## src/hdl/set_assoc_writeback_lru_cache_defines.svh

```systemverilog
// Assertion macros for the cache block.
// Used by the controller and top level; no other dependencies.
`ifndef SET_ASSOC_WRITEBACK_LRU_CACHE_DEFINES_SVH
`define SET_ASSOC_WRITEBACK_LRU_CACHE_DEFINES_SVH
`ifndef SYNTHESIS
`define SAC_ASSERT(label, clk, rst_n, prop) \
  label: assert property (@(posedge clk) disable iff (!rst_n) prop) \
    else $error("assertion failed");
`define SAC_ASSERT_NEVER(label, clk, rst_n, expr) \
  label: assert property (@(posedge clk) disable iff (!rst_n) !(expr)) \
    else $error("forbidden condition");
`else
`define SAC_ASSERT(label, clk, rst_n, prop)
`define SAC_ASSERT_NEVER(label, clk, rst_n, expr)
`endif
`endif

```

## src/hdl/sac_pkg.sv

```systemverilog
// Shared types and command codes for the cache block.
// No dependencies.
package sac_pkg;

  // Byte address width of the main memory
  localparam int ADDR_BITS = 16;

  typedef struct packed {
    logic                 operation;
    logic [ADDR_BITS-1:0] address;
    logic [7:0]           write_data;
  } sac_req_t;

  typedef struct packed {
    logic [7:0]  read_byte;
    logic [63:0] line_data;
    logic        hit;
    logic        was_dirty;
  } sac_rsp_t;

  // Datapath command codes
  typedef enum logic [2:0] {
    CMD_NONE,
    CMD_LOAD,
    CMD_LOOKUP,
    CMD_WB_BYTE,
    CMD_FILL_RD,
    CMD_FILL_WR,
    CMD_FINISH,
    CMD_CLEAR
  } sac_cmd_e;

  typedef struct packed {
    sac_cmd_e cmd;
  } sac_ctl_t;

  typedef struct packed {
    logic hit;
    logic dirty;
    logic is_write;
    logic last_byte;
    logic clear_last;
  } sac_sts_t;

endpackage

```

## src/hdl/sac_ctrl.sv

```systemverilog
// Cache controller state machine: sequences lookup, writeback, fill, finish.
// Depends on sac_pkg and the defines header.
`include "set_assoc_writeback_lru_cache_defines.svh"
module sac_ctrl (
  input  logic              clk_i,
  input  logic              rst_ni,
  input  logic              start,
  input  sac_pkg::sac_sts_t sts_i,
  output sac_pkg::sac_ctl_t ctl_o,
  output logic              busy,
  output logic              done_o
);
  import sac_pkg::*;

  typedef enum logic [3:0] {
    ST_CLEAR, ST_IDLE, ST_LOOKUP, ST_DECIDE, ST_WB, ST_FRD, ST_FWR, ST_FIN, ST_OUT
  } state_e;

  state_e state_q;
  logic   done_q;

  always_comb begin
    ctl_o.cmd = CMD_NONE;
    unique case (state_q)
      ST_CLEAR:  ctl_o.cmd = CMD_CLEAR;
      ST_IDLE:   if (start) ctl_o.cmd = CMD_LOAD;
      ST_LOOKUP: ctl_o.cmd = CMD_LOOKUP;
      ST_DECIDE: ctl_o.cmd = CMD_NONE;
      ST_WB:     ctl_o.cmd = CMD_WB_BYTE;
      ST_FRD:    ctl_o.cmd = CMD_FILL_RD;
      ST_FWR:    ctl_o.cmd = CMD_FILL_WR;
      ST_FIN:    ctl_o.cmd = CMD_FINISH;
      ST_OUT:    ctl_o.cmd = CMD_NONE;
      default:   ctl_o.cmd = CMD_NONE;
    endcase
  end

  always_ff @(posedge clk_i or negedge rst_ni) begin
    if (!rst_ni) begin
      state_q <= ST_CLEAR;
      done_q  <= 1'b0;
    end else begin
      done_q <= 1'b0;
      unique case (state_q)
        ST_CLEAR:  if (sts_i.clear_last) state_q <= ST_IDLE;
        ST_IDLE:   if (start) state_q <= ST_LOOKUP;
        ST_LOOKUP: state_q <= ST_DECIDE;
        ST_DECIDE: begin
          if (sts_i.hit)        state_q <= ST_FIN;
          else if (sts_i.dirty) state_q <= ST_WB;
          else                  state_q <= ST_FRD;
        end
        ST_WB:  if (sts_i.last_byte) state_q <= ST_FRD;
        ST_FRD: state_q <= ST_FWR;
        ST_FWR: state_q <= sts_i.last_byte ? ST_FIN : ST_FRD;
        ST_FIN: begin
          state_q <= ST_OUT;
          done_q  <= !sts_i.is_write;
        end
        ST_OUT:  state_q <= ST_IDLE;
        default: state_q <= ST_IDLE;
      endcase
    end
  end

  assign busy   = (state_q != ST_IDLE);
  assign done_o = done_q;

  `SAC_ASSERT(a_done_after_fin, clk_i, rst_ni, done_q |-> $past(state_q == ST_FIN))
  `SAC_ASSERT(a_start_leaves_idle, clk_i, rst_ni, (state_q == ST_IDLE && start) |=> busy)
  `SAC_ASSERT_NEVER(a_no_done_on_write, clk_i, rst_ni, done_q && $past(sts_i.is_write))
endmodule

```

## config.mk

```make
export PLATFORM = sky130hd
export DESIGN_NAME = sac_ctrl
export DESIGN_NICKNAME = d
export VERILOG_FILES = /design/src/hdl/sac_pkg.sv /design/src/hdl/sac_ctrl.sv
export VERILOG_INCLUDE_DIRS = /design/src /design/src/hdl
export SDC_FILE = /design/constraint.sdc
export NUM_CORES = 1
export LEC_CHECK = 0
export ABC_CLOCK_PERIOD_IN_PS = 1490
export CORE_AREA = 4 4 41 43
export DETAILED_ROUTE_END_ITERATION = 10
export DIE_AREA = 0 0 45 47
export DONT_BUFFER_PORTS = 1
export GPL_TIMING_DRIVEN = 0
export PLACE_DENSITY = 0.38
export SLEW_MARGIN = 20
export SYNTH_ARGS = -nofsm -noshare
export SYNTH_HDL_FRONTEND = slang
export SYNTH_SLANG_ARGS = --single-unit
```

## constraint.sdc

```tcl
create_clock -name clk_i -period 1.49 [get_ports clk_i]
set_input_delay 0.2235 -clock clk_i [delete_from_list [all_inputs] [get_ports clk_i]]
set_output_delay 0.2235 -clock clk_i [all_outputs]
set_load 0.03 [all_outputs]
```

==> out/qor.txt <==
status: complete, but fails checks
failing checks: negative setup slack
cell count of the worst hold path: 1
dpl cells: 52
die width: 45 um
critical path capture point type: primary output
Peak supply drop: 1110 uV
worst r2r dst: state_q[0]
Root Driver: clkbuf_4
initial DRC count: 1
Static Leak: 0.248 nW
Synth Area per Inst: 9.47 um2
Max-cap violations: 0
footprint of the multi-input gates: 244 um2
first-pass GRT wire length: 1460 um
post-layout util: 44.4%
Setup Skew: 0.000447 ns
FF+latch area: 129 um2
overall routing resource usage: 10.2%
Min-Delay Path Class: in -> reg
fraction of registers with async set/reset: 100%
Max-slew headroom: 72.2%
depth of the most critical reg-to-reg path: 5
CTS buffer count: 3
share of post-route cells with drive strength above 1: 60.0%
most used flip-flop cell after synthesis: dfrtp_1
CP Data Required Time: 1.27 ns
die area: 2120 um2
vias per inst: 4.66
Final nets: 64
post-layout minimum cycle time: 1.57 ns
Syn. warnings: 0
Congestion Overflow GR: 0
Final Non-Filler Cells: 70
setup total negative slack: -0.0802 ns
Cell Area, Synth: 350 um2
routed wire length: 968 um
CP arrival: 1.35 ns
worst-case hold path end point: done_o
post-synthesis to final-layout area growth: 65.0%
critical path class: reg -> out
Filler cells: 130
Final Max Tran Viols: 0
hpwl dp: 529 um
Gate Count Post-Synth: 37
worst hold start: sts_i[2]
vias post-DR: 326
placed cell areas: 378 um2
Post-synth EDFFs: 0
Power Dens Cells: 2690 nW/um2
Antenna diodes: 0
Worst R2R Start: state_q[0]
clk slew on worst S/H paths: 0.04 ns
CTS tree: yes
Rows: 13
Netlist cell types: 23
unrepaired setup endpoints after global routing: yes
most common cell after layout, fill and taps aside: buf_4
clock sinks: 5
initial antenna violation count: 0
clk_lat worst skew: 0.24 ns
worst path setup slack after routing: -0.0802 ns
core area: 1300 um2
sequential area share after synthesis: 35.7%
Final setup viols: 1
final hold violation count: 0
Total Power: 1.55 mW
Tightest Pin Transition: 0.416 ns
largest net degree at the start of global routing: 9
wire per inst: 13.8 um
Initial Util: 26.9%
CTS max path bufs: 2
Crit Path Max Fanout: 6
Fin Hold WS: 0.0678 ns
I/O pin cnt: 13
register bit total from synthesis: 5
Routed Antenna Nets: 0
gp weighted congestion: 0.671
First-pass DRT Iterations: 2
H-tree Lvls: 1
Mapped Nets: 45
die height: 47 um
vias in the first global route: 325
buffers added on ports: 0
fin crit share: 105%
DRC violations left: 0
r2r setup slk: 0.08 ns
fin area: 578 um2
startpoint types: register
dpl ws: 0.0256 ns
most frequent cells in the layout: buf_4 (14), clkbuf_4 (3), dfrtp_2 (3)
Max Freq: 637 MHz
flip-flops by register name, indices dropped and copies added (netlist names):
register / count
state_q: 4
done_o: 1
worst max path at each step:
stage / startpoint / depth (start not counted) / end / slack, ns
final: state_q[1] / 2 / ctl_o[2] / -0.08
after global routing: state_q[0] / 2 / ctl_o[2] / -0.12
after CTS: state_q[1] / 2 / ctl_o[2] / -0.09
after detailed placement: state_q[0] / 3 / ctl_o[2] / 0.03
after global placement: state_q[0] / 3 / ctl_o[2] / 0.03
after floorplan: state_q[0] / 3 / ctl_o[2] / 0.06
final cells by class:
class | instances | area share (%)
Multi-Input combinational cell | 27 | 42.2
Timing Repair Buffer | 18 | 27.1
Sequential cell | 5 | 22.3
Clock buffer | 4 | 4.55
Tap cell | 15 | 3.25
Inverter | 1 | 0.649
routing by layer:
| layer | global-route usage [%] | wire (um) | up-vias |
|---|---|---|---|
| met1 | 10.6 | 382 | 148 |
| met2 | 16.4 | 499 | 12 |
| li1 | - | - | 164 |
| met3 | 2.30 | 60 | 2 |
| met5 | 0 | 0 | - |
| met4 | 10.5 | 25 | 0 |
power by group:
part	switching [mW]	total [mW]	internal, mW
logic	0.545	1.11	0.563
registers	0.0929	0.293	0.200
clock network	0.0514	0.152	0.101
total	0.689	1.55	0.864
worst max-delay path: stages (launching register included):
cell and delay, ns:
dfrtp_2 0.45, or3_4 0.39, a21oi_4 0.27
timing repair:
| item | CTS | global route |
|---|---|---|
| endpoints found under the setup margin | 4 | 4 |
| pin swaps | 4 | 4 |
| buffers inserted | 9 | 8 |
| gates resized for setup | 11 | 5 |
| endpoints found under the hold margin | 5 | 0 |
| hold buffers | 1 | 0 |
logic make-up after synthesis:
kind of cell,Yosys count,share of synthesized area (%)
simple gates,17,32.1
compound gates,7,12.5
flops,5,35.7
buf+inv,5,10.4
xor+xnor,2,5.00
mux,1,4.28
synthesized netlist by cell type (2+ instances only):
master | count | area [um2]
nand2b_1 | 3 | 18.8
a211oi_1 | 2 | 15.0
buf_6 | 2 | 22.5
nor2b_1 | 2 | 12.5
nand2_1 | 2 | 7.51
a21oi_1 | 2 | 10.0
nor2_1 | 3 | 11.3
dfrtp_1 | 5 | 125
buf_2 | 2 | 10.0
(Power assumes the default switching activity.)
